### config.mk
export PLATFORM = sky130hd
export DESIGN_NAME = serial_adc_read_averager_top
export DESIGN_NICKNAME = d
export VERILOG_FILES = /design/src/hw/rtl/sra_pkg.sv /design/src/hw/rtl/sra_ctrl.sv /design/src/hw/rtl/sra_datapath.sv /design/src/hw/rtl/serial_adc_read_averager_top.sv
export SDC_FILE = /design/constraint.sdc
export NUM_CORES = 1
export LEC_CHECK = 0
export BUFFER_PORTS_ARGS = -buffer_cell sky130_fd_sc_hd__buf_4
export CAP_MARGIN = 5
export CELL_PAD_IN_SITES_DETAIL_PLACEMENT = 2
export CELL_PAD_IN_SITES_GLOBAL_PLACEMENT = 2
export CORE_MARGIN = 2
export CORE_UTILIZATION = 41
export DETAILED_ROUTE_END_ITERATION = 7
export PLACE_DENSITY_LB_ADDON = 0.1
export SYNTH_ARGS = -nofsm -noshare
export SYNTH_HDL_FRONTEND = slang
export SYNTH_SLANG_ARGS = --single-unit
### constraint.sdc
create_clock -name clk -period 10.5 [get_ports clk]
set_input_delay 0 -clock clk [delete_from_list [all_inputs] [get_ports clk]]
set_output_delay 0 -clock clk [all_outputs]
set_load 0.005 [all_outputs]
### src/hw/rtl/sra_pkg.sv
// Package for the serial converter read averager: payload types, phase codes,
// controller state type and the pin decode function. No dependencies.
`default_nettype none

package sra_pkg;

  localparam int DATA_BITS = 8;

  // Phase codes of one sample sequence
  localparam logic [4:0] PHASE_CS   = 5'd0;
  localparam logic [4:0] PHASE_DATA = 5'd8;
  localparam logic [4:0] PHASE_LAST = 5'(8 + 2 * DATA_BITS - 1);
  localparam logic [4:0] PHASE_IDLE = 5'd31;

  // Restoring divider: one quotient bit per step over the 16-bit sum
  localparam int DIV_STEPS = 16;
  localparam logic [3:0] DIV_LAST = 4'(DIV_STEPS - 1);

  typedef struct packed {
    logic       command;
    logic       channel;
    logic [7:0] sample_count;
    logic       dout_level;
  } sra_in_t;

  typedef struct packed {
    logic       chip_select;
    logic       serial_clock;
    logic       data_to_adc;
    logic       busy_res;
    logic       done_res;
    logic [7:0] average;
  } sra_out_t;

  typedef struct packed {
    logic cs;
    logic sclk;
    logic din;
  } sra_pins_t;

  // Controller to datapath
  typedef struct packed {
    logic accept;
    logic div_step;
  } sra_cmd_t;

  // Datapath to controller
  typedef struct packed {
    logic div_needed;
    logic div_done;
  } sra_status_t;

  typedef enum logic {
    CT_READY,
    CT_DIVIDE
  } sra_ctl_state_t;

  function automatic logic phase_busy(input logic [4:0] phase);
    return phase <= PHASE_LAST;
  endfunction

  // Pin levels driven while in a given phase
  function automatic sra_pins_t phase_pins(input logic [4:0] phase, input logic chan);
    sra_pins_t p;
    logic      odd;
    odd = ~chan;
    p   = '0;
    if (phase_busy(phase)) begin
      if (phase == PHASE_CS) begin
        p.cs = 1'b1;
      end else if (phase <= 5'd4) begin
        p.din  = 1'b1;
        p.sclk = (phase == 5'd2) || (phase == 5'd4);
      end else if (phase < PHASE_DATA) begin
        p.din  = odd;
        p.sclk = (phase == 5'd6);
      end else begin
        p.din  = odd;
        p.sclk = ~phase[0];
      end
    end
    return p;
  endfunction

endpackage

`default_nettype wire

### src/hw/rtl/sra_ctrl.sv
// Controller for the serial converter read averager: handshake and divide
// sequencing. Depends on sra_pkg.
`default_nettype none

module sra_ctrl
  import sra_pkg::*;
(
  input  wire         clk,
  input  wire         rst_n,
  input  wire         in_valid,
  output logic        in_ready,
  output logic        out_valid,
  input  wire         out_ready,
  output sra_cmd_t    cmd,
  input  sra_status_t status
);

  sra_ctl_state_t state_r, state_nxt;
  logic           out_valid_r, out_valid_nxt;

  // State and result-valid registers
  always_ff @(posedge clk) begin
    if (!rst_n) begin
      state_r     <= CT_READY;
      out_valid_r <= 1'b0;
    end else begin
      state_r     <= state_nxt;
      out_valid_r <= out_valid_nxt;
    end
  end

  // Next state and commands
  always_comb begin
    state_nxt     = state_r;
    out_valid_nxt = out_valid_r & ~out_ready;
    in_ready      = 1'b0;
    cmd           = '0;
    case (state_r)
      CT_READY: begin
        in_ready   = ~out_valid_r | out_ready;
        cmd.accept = in_valid & in_ready;
        if (cmd.accept) begin
          if (status.div_needed) begin
            state_nxt = CT_DIVIDE;
          end else begin
            out_valid_nxt = 1'b1;
          end
        end
      end
      CT_DIVIDE: begin
        cmd.div_step = 1'b1;
        if (status.div_done) begin
          state_nxt     = CT_READY;
          out_valid_nxt = 1'b1;
        end
      end
      default: begin
        state_nxt = CT_READY;
      end
    endcase
  end

  assign out_valid = out_valid_r;

endmodule

`default_nettype wire

### src/hw/rtl/sra_datapath.sv
// Datapath for the serial converter read averager: bus sequencer registers,
// accumulator, restoring divider and result register. Depends on sra_pkg.
`default_nettype none

module sra_datapath
  import sra_pkg::*;
(
  input  wire          clk,
  input  wire          rst_n,
  input  sra_in_t      in_data,
  input  wire          cfg_we,
  input  wire  [15:0]  cfg_wdata,
  input  sra_cmd_t     cmd,
  output sra_status_t  status,
  output sra_out_t     out_data
);

  logic [15:0] half_period_r;
  logic [4:0]  phase_r, phase_nxt;
  logic [15:0] tick_r, tick_nxt;
  logic [7:0]  shift_r, shift_nxt;
  logic [15:0] sum_r, sum_nxt;
  logic [7:0]  left_r, left_nxt;
  logic [7:0]  total_r, total_nxt;
  logic        chan_r, chan_nxt;
  logic [7:0]  last_avg_r, last_avg_nxt;
  logic        done;
  logic        div_needed;
  logic [15:0] hp;
  logic [16:0] tick_inc;
  sra_pins_t   pins;
  sra_out_t    out_r;

  logic [15:0] dvd_r;
  logic [7:0]  rem_r;
  logic [3:0]  div_cnt_r;
  logic [8:0]  rem_sh;
  logic        q_bit;
  logic [15:0] quot;
  logic [7:0]  div_avg;

  assign hp       = (half_period_r == 16'd0) ? 16'd1 : half_period_r;
  assign tick_inc = {1'b0, tick_r} + 17'd1;

  // One transaction: start command or one bus tick
  always_comb begin
    phase_nxt    = phase_r;
    tick_nxt     = tick_r;
    shift_nxt    = shift_r;
    sum_nxt      = sum_r;
    left_nxt     = left_r;
    total_nxt    = total_r;
    chan_nxt     = chan_r;
    last_avg_nxt = last_avg_r;
    done         = 1'b0;
    div_needed   = 1'b0;
    if (in_data.command) begin
      if (!phase_busy(phase_r)) begin
        if (in_data.sample_count == 8'd0) begin
          last_avg_nxt = 8'd0;
          done         = 1'b1;
          phase_nxt    = PHASE_IDLE;
        end else begin
          chan_nxt  = in_data.channel;
          left_nxt  = in_data.sample_count;
          total_nxt = in_data.sample_count;
          sum_nxt   = 16'd0;
          shift_nxt = 8'd0;
          tick_nxt  = 16'd0;
          phase_nxt = PHASE_CS;
        end
      end
    end else if (phase_busy(phase_r)) begin
      if (tick_inc >= {1'b0, hp}) begin
        tick_nxt = 16'd0;
        // sample the data line at the end of each data low phase
        if (phase_r >= PHASE_DATA && phase_r[0]) begin
          shift_nxt = {shift_r[6:0], in_data.dout_level};
        end
        if (phase_r == PHASE_LAST) begin
          sum_nxt  = sum_r + {8'd0, shift_nxt};
          left_nxt = left_r - 8'd1;
          if (left_nxt == 8'd0) begin
            done       = 1'b1;
            div_needed = 1'b1;
            phase_nxt  = PHASE_IDLE;
          end else begin
            shift_nxt = 8'd0;
            phase_nxt = PHASE_CS;
          end
        end else begin
          phase_nxt = phase_r + 5'd1;
        end
      end else begin
        tick_nxt = tick_inc[15:0];
      end
    end
  end

  // Tick items show the pins of the tick, start items those after it
  assign pins = in_data.command ? phase_pins(phase_nxt, chan_nxt) : phase_pins(phase_r, chan_r);

  // Divider step
  assign rem_sh  = {rem_r, dvd_r[15]};
  assign q_bit   = rem_sh >= {1'b0, total_r};
  assign quot    = {dvd_r[14:0], q_bit};
  assign div_avg = (total_r == 8'd0) ? 8'd0 : quot[7:0];

  // Configuration and sequencer state
  always_ff @(posedge clk) begin
    if (!rst_n) begin
      half_period_r <= 16'd1;
      phase_r       <= PHASE_IDLE;
      tick_r        <= 16'd0;
      shift_r       <= 8'd0;
      sum_r         <= 16'd0;
      left_r        <= 8'd0;
      total_r       <= 8'd0;
      chan_r        <= 1'b0;
      last_avg_r    <= 8'd0;
    end else begin
      if (cfg_we) begin
        half_period_r <= cfg_wdata;
      end
      if (cmd.accept) begin
        phase_r    <= phase_nxt;
        tick_r     <= tick_nxt;
        shift_r    <= shift_nxt;
        sum_r      <= sum_nxt;
        left_r     <= left_nxt;
        total_r    <= total_nxt;
        chan_r     <= chan_nxt;
        last_avg_r <= last_avg_nxt;
      end else if (cmd.div_step && div_cnt_r == DIV_LAST) begin
        last_avg_r <= div_avg;
      end
    end
  end

  // Divider registers and result register
  always_ff @(posedge clk) begin
    if (cmd.accept) begin
      out_r.chip_select  <= pins.cs;
      out_r.serial_clock <= pins.sclk;
      out_r.data_to_adc  <= pins.din;
      out_r.busy_res     <= phase_busy(phase_nxt);
      out_r.done_res     <= done;
      out_r.average      <= last_avg_nxt;
      dvd_r              <= sum_nxt;
      rem_r              <= 8'd0;
      div_cnt_r          <= 4'd0;
    end else if (cmd.div_step) begin
      dvd_r     <= quot;
      rem_r     <= q_bit ? 8'(rem_sh - {1'b0, total_r}) : rem_sh[7:0];
      div_cnt_r <= div_cnt_r + 4'd1;
      if (div_cnt_r == DIV_LAST) begin
        out_r.average <= div_avg;
      end
    end
  end

  assign status.div_needed = div_needed;
  assign status.div_done   = (div_cnt_r == DIV_LAST);
  assign out_data          = out_r;

endmodule

`default_nettype wire

### src/hw/rtl/serial_adc_read_averager_top.sv
// Top level of the serial converter read averager: controller plus datapath.
// Depends on sra_pkg, sra_ctrl and sra_datapath.
//
// Each input transaction is either one bus tick or a start command and yields
// exactly one result transaction. Ticks and starts are taken one per clock
// cycle while the result side keeps up; after the tick that finishes a run,
// the average is formed by a 16-step restoring divider (one quotient bit per
// cycle) before the result is posted and the next input is taken. A single
// output register holds the result; input is taken while it is empty or
// being drained in the same cycle.
`default_nettype none

module serial_adc_read_averager_top
  import sra_pkg::*;
(
  input  wire          clk,
  input  wire          rst_n,
  input  wire          in_valid,
  output logic         in_ready,
  input  sra_in_t      in_data,
  output logic         out_valid,
  input  wire          out_ready,
  output sra_out_t     out_data,
  input  wire          cfg_we,
  input  wire  [15:0]  cfg_wdata
);

  sra_cmd_t    cmd;
  sra_status_t status;

  // Handshake and divide sequencing
  sra_ctrl u_ctrl (
    .clk       (clk),
    .rst_n     (rst_n),
    .in_valid  (in_valid),
    .in_ready  (in_ready),
    .out_valid (out_valid),
    .out_ready (out_ready),
    .cmd       (cmd),
    .status    (status)
  );

  // Bus sequencer, accumulator and divider
  sra_datapath u_dp (
    .clk       (clk),
    .rst_n     (rst_n),
    .in_data   (in_data),
    .cfg_we    (cfg_we),
    .cfg_wdata (cfg_wdata),
    .cmd       (cmd),
    .status    (status),
    .out_data  (out_data)
  );

endmodule

`default_nettype wire

==> metrics.csv <==
metric,value,unit
Worst Tran Pin Value,1.18,ns
"antenna viol nets, final",0,
Fmax,0.184,GHz
asr flop ratio synth,0,
most frequent cell after synthesis,nor2_1,
worst path cell trace,nand3_1 > nor4_1 > and3_1 > and3_1 > and3_1 > xor2_1 > ha_1 > nand3_1 > nor3_1 > a221o_1 > nor3_1 > o311ai_1 > or4_4 > o31ai_2 > a31oi_1,
Antenna Cells,0,
RR Startpoint,u_dp.tick_r[3]$_SDFFE_PN0P_,
Int Pwr,0.965,mW
CP max stage cell,nor4_1,
Post-synth EDFFs,29,
GPL Wtd Cong,0.855,
global route overflow,0,
maximum fanout along the worst path,6,
initial core utilization,0.415,
largest cells by area after synthesis,"dfxtp_1 (27%), edfxtp_1 (12%), ha_1 (6.6%)",
hold path depth,3,
vias,6916,
drt initial violations,255,
Mapped Cells,862,
Synthesis Warnings,0,
die height,138,um
Final Hold Viols,0,
# clock sinks,129,
RSZ-0062 raised after global routing,no,
status,completed,
worst-case hold slack,0.0418,ns
clk_skew,0.0152,ns
CP Data Arrival Time,5.62,ns
switching power,0.392,mW
# Post-CTS Setup Buffers,0,
Setup crit start kind,flip-flop,
static leakage,3.53,nW
final wirelength,26000,um
H-tree lvl count,4,
Clock transition at path regs,0.06,ns
first-pass GRT wire length,42000,um
synth cell count leaders,"nor2_1 (103), dfxtp_1 (100), nand2_1 (76)",
Logic pwr share,0.152,
"slowest stage delay, CP",0.65,ns
CTS tree,built,
Nets,992,
post-cts resize count,0,
Port Buffers,46,
critical path class,flip-flop to flip-flop,
filler cell count,1923,
Synth cell types,73,
full die area,0.0192,mm^2
Synth area leader,dfxtp_1,
drt pass-1 iters,5,
# setup viols final,0,
#FFs+latches synth,129,
max_cap viols,0,
Area Overhead vs Synth,18.8,%
min Tclk post-route,5.45,ns
worst path required time,10.67,ns
syn nets,935,
root buf cell,clkbuf_16,
register area share after synthesis,0.388,
Slew headroom,0.212,
Avg WL per Cell,22.4,um
pin count of the biggest net entering global routing,49,
post-synth top area share,0.270,
number of remaining DRC errors,0,
antenna violations before repair,0,
final setup TNS,0,ns
core area,0.0178,mm^2
Final Cycle Share,0.519,
"Clk Latency, worst-skew pair",0.44,ns
Core Rows,49,
Crit. Startpoint,u_dp.tick_r[3]$_SDFFE_PN0P_,
hold_buf cts,28,
worst min path class,input port to flip-flop,
DIE WIDTH,138,um
min-delay src,cfg_we,
CP most frequent cell,and3_1,
maximum VDD drop,119,uV
Reg2Reg Depth,15,
Pwr Density,154,mW/mm^2
post-DP HPWL,17000,um
Top Ports,47,
Mapped Area,0.00741,mm^2
Mean Syn Cell Area,8.60,um^2
Switching Share,0.289,
GR Util All Layers,0.276,
Setup crit end kind,flip-flop,
Pins Over Slew Limit,0,
"Primary FF master, synth",dfxtp_1,
Flop pwr share,0.407,
Vias per Instance,5.96,
number of global-route vias before repair,7617,
clock tree buffer depth,2,
Clock Power Share,0.442,
share of layout cells above drive strength 1,0.131,
CTS Buf Count,17,
==> path summary, 6_finish.rpt <==
path                                         endpoint  slack (ns)
hold reg to reg          u_dp.total_r[5]$_SDFFE_PN0P_        0.48
setup reg to reg          u_dp.out_data[10]$_DFFE_PP_        5.05
hold / removal    u_dp.half_period_r[12]$_SDFFE_PN0P_        0.04
setup / recovery          u_dp.out_data[10]$_DFFE_PP_        5.05
==> per-layer routing <==
metal  global-route usage  wire length (um)  vias to the layer above  part of all wire
li1                     -                 -                     3230                 -
met1                0.327             11100                     3516              0.43
met3               0.0443               710                       40             0.027
met2                0.505             13700                      130              0.53
met4               0.0940               501                        0             0.019
met5                    0                 0                        -                 0
==> registers in the layout, indices dropped and copies added, names as in the netlist <==
name and cells:
u_dp.shift_r 8, u_dp.rem_r 8, u_dp.dvd_r 16, u_dp.out_data 13
u_ctrl.state_r 1, u_dp.tick_r 16, u_dp.sum_r 16, u_dp.half_period_r 16
u_dp.phase_r 5, u_ctrl.out_valid 1, u_dp.div_cnt_r 4, u_dp.total_r 8
u_dp.left_r 8, u_dp.last_avg_r 8, u_dp.chan_r 1
==> layout by cell type, fill, tap and decap left out, types with 13 or more instances in the layout <==
master         Yosys  layout
edfxtp_1          29      29
nor3b_1           13      13
a21oi_1           67      66
clkbuf_16          0      19
a22o_1            16      16
xnor2_1           13      13
a31oi_1           14      14
xor2_1            14      14
nor3_1            15      15
ha_1              39      39
nand4_1           16      16
nor2_1           103     103
nand3_1           23      23
mux2i_1           28      28
dfxtp_1          100     100
o21ai_0           42      42
mux2_2            17      17
inv_1             43      42
nand2_1           76      76
buf_4              1      55
dlygate4sd3_1      0      28
==> cell type report <==
class | instances | area (um^2) | area share
Tap cell | 229 | 287 | 0.0325
Sequential cell | 129 | 2870 | 0.326
Clock inverter | 8 | 63.8 | 0.00725
Timing Repair Buffer | 83 | 693 | 0.0787
Clock buffer | 24 | 524 | 0.0595
Inverter | 43 | 161 | 0.0183
Multi-Input combinational cell | 645 | 4200 | 0.477
==> through the flow <==
stage / total power [mW] / setup WS (ns) / instances / utilization / area, um^2
2_1_floorplan: 0.681 / 6.06 / 862 / - / 7410
3_3_place_gp: 0.740 / 5.38 / 1098 / 0.444 / 7920
3_5_place_dp: 0.752 / 4.99 / 1098 / 0.444 / 7920
4_1_cts: 1.36 / 4.89 / 1158 / 0.492 / 8780
5_1_grt: 1.41 / 4.80 / 1161 / 0.494 / 8810
6_report: 1.36 / 5.05 / 1161 / 0.494 / 8810
==> critical path: cells and delay by family, from the launching register on <==
| kind | cells | cell delay, ns |
|---|---|---|
| adder cells (fa/ha/maj) | 1 | 0.28 |
| AND/OR/NAND/NOR | 9 | 3.12 |
| flip-flops | 1 | 0.48 |
| XOR/XNOR | 1 | 0.22 |
| AO/OA/AOI/OAI | 4 | 1.06 |
==> power by group through the flow <==
stage / combinational (mW) / sequential [mW] / clock [mW]
4_1_cts: 0.203 / 0.551 / 0.608
2_1_floorplan: 0.127 / 0.554 / 0
6_report: 0.206 / 0.552 / 0.599
5_1_grt: 0.225 / 0.554 / 0.629
3_3_place_gp: 0.180 / 0.560 / 0
3_5_place_dp: 0.190 / 0.561 / 0
==> cell families (layout without fill, tap and decap cells) <==
logic type / count (synthesis) / count (layout) / share of synthesized area
and+or+nand+nor: 325 / 325 / 0.218
xor gates and xnor gates: 27 / 27 / 0.0319
muxes: 45 / 45 / 0.0637
AOI/OAI and AO/OA: 207 / 207 / 0.182
DFF: 129 / 129 / 0.388
adders and majority gates: 41 / 41 / 0.0713
buffers and inverters: 88 / 158 / 0.0454
Note: power is estimated with default switching activity, not from simulation.
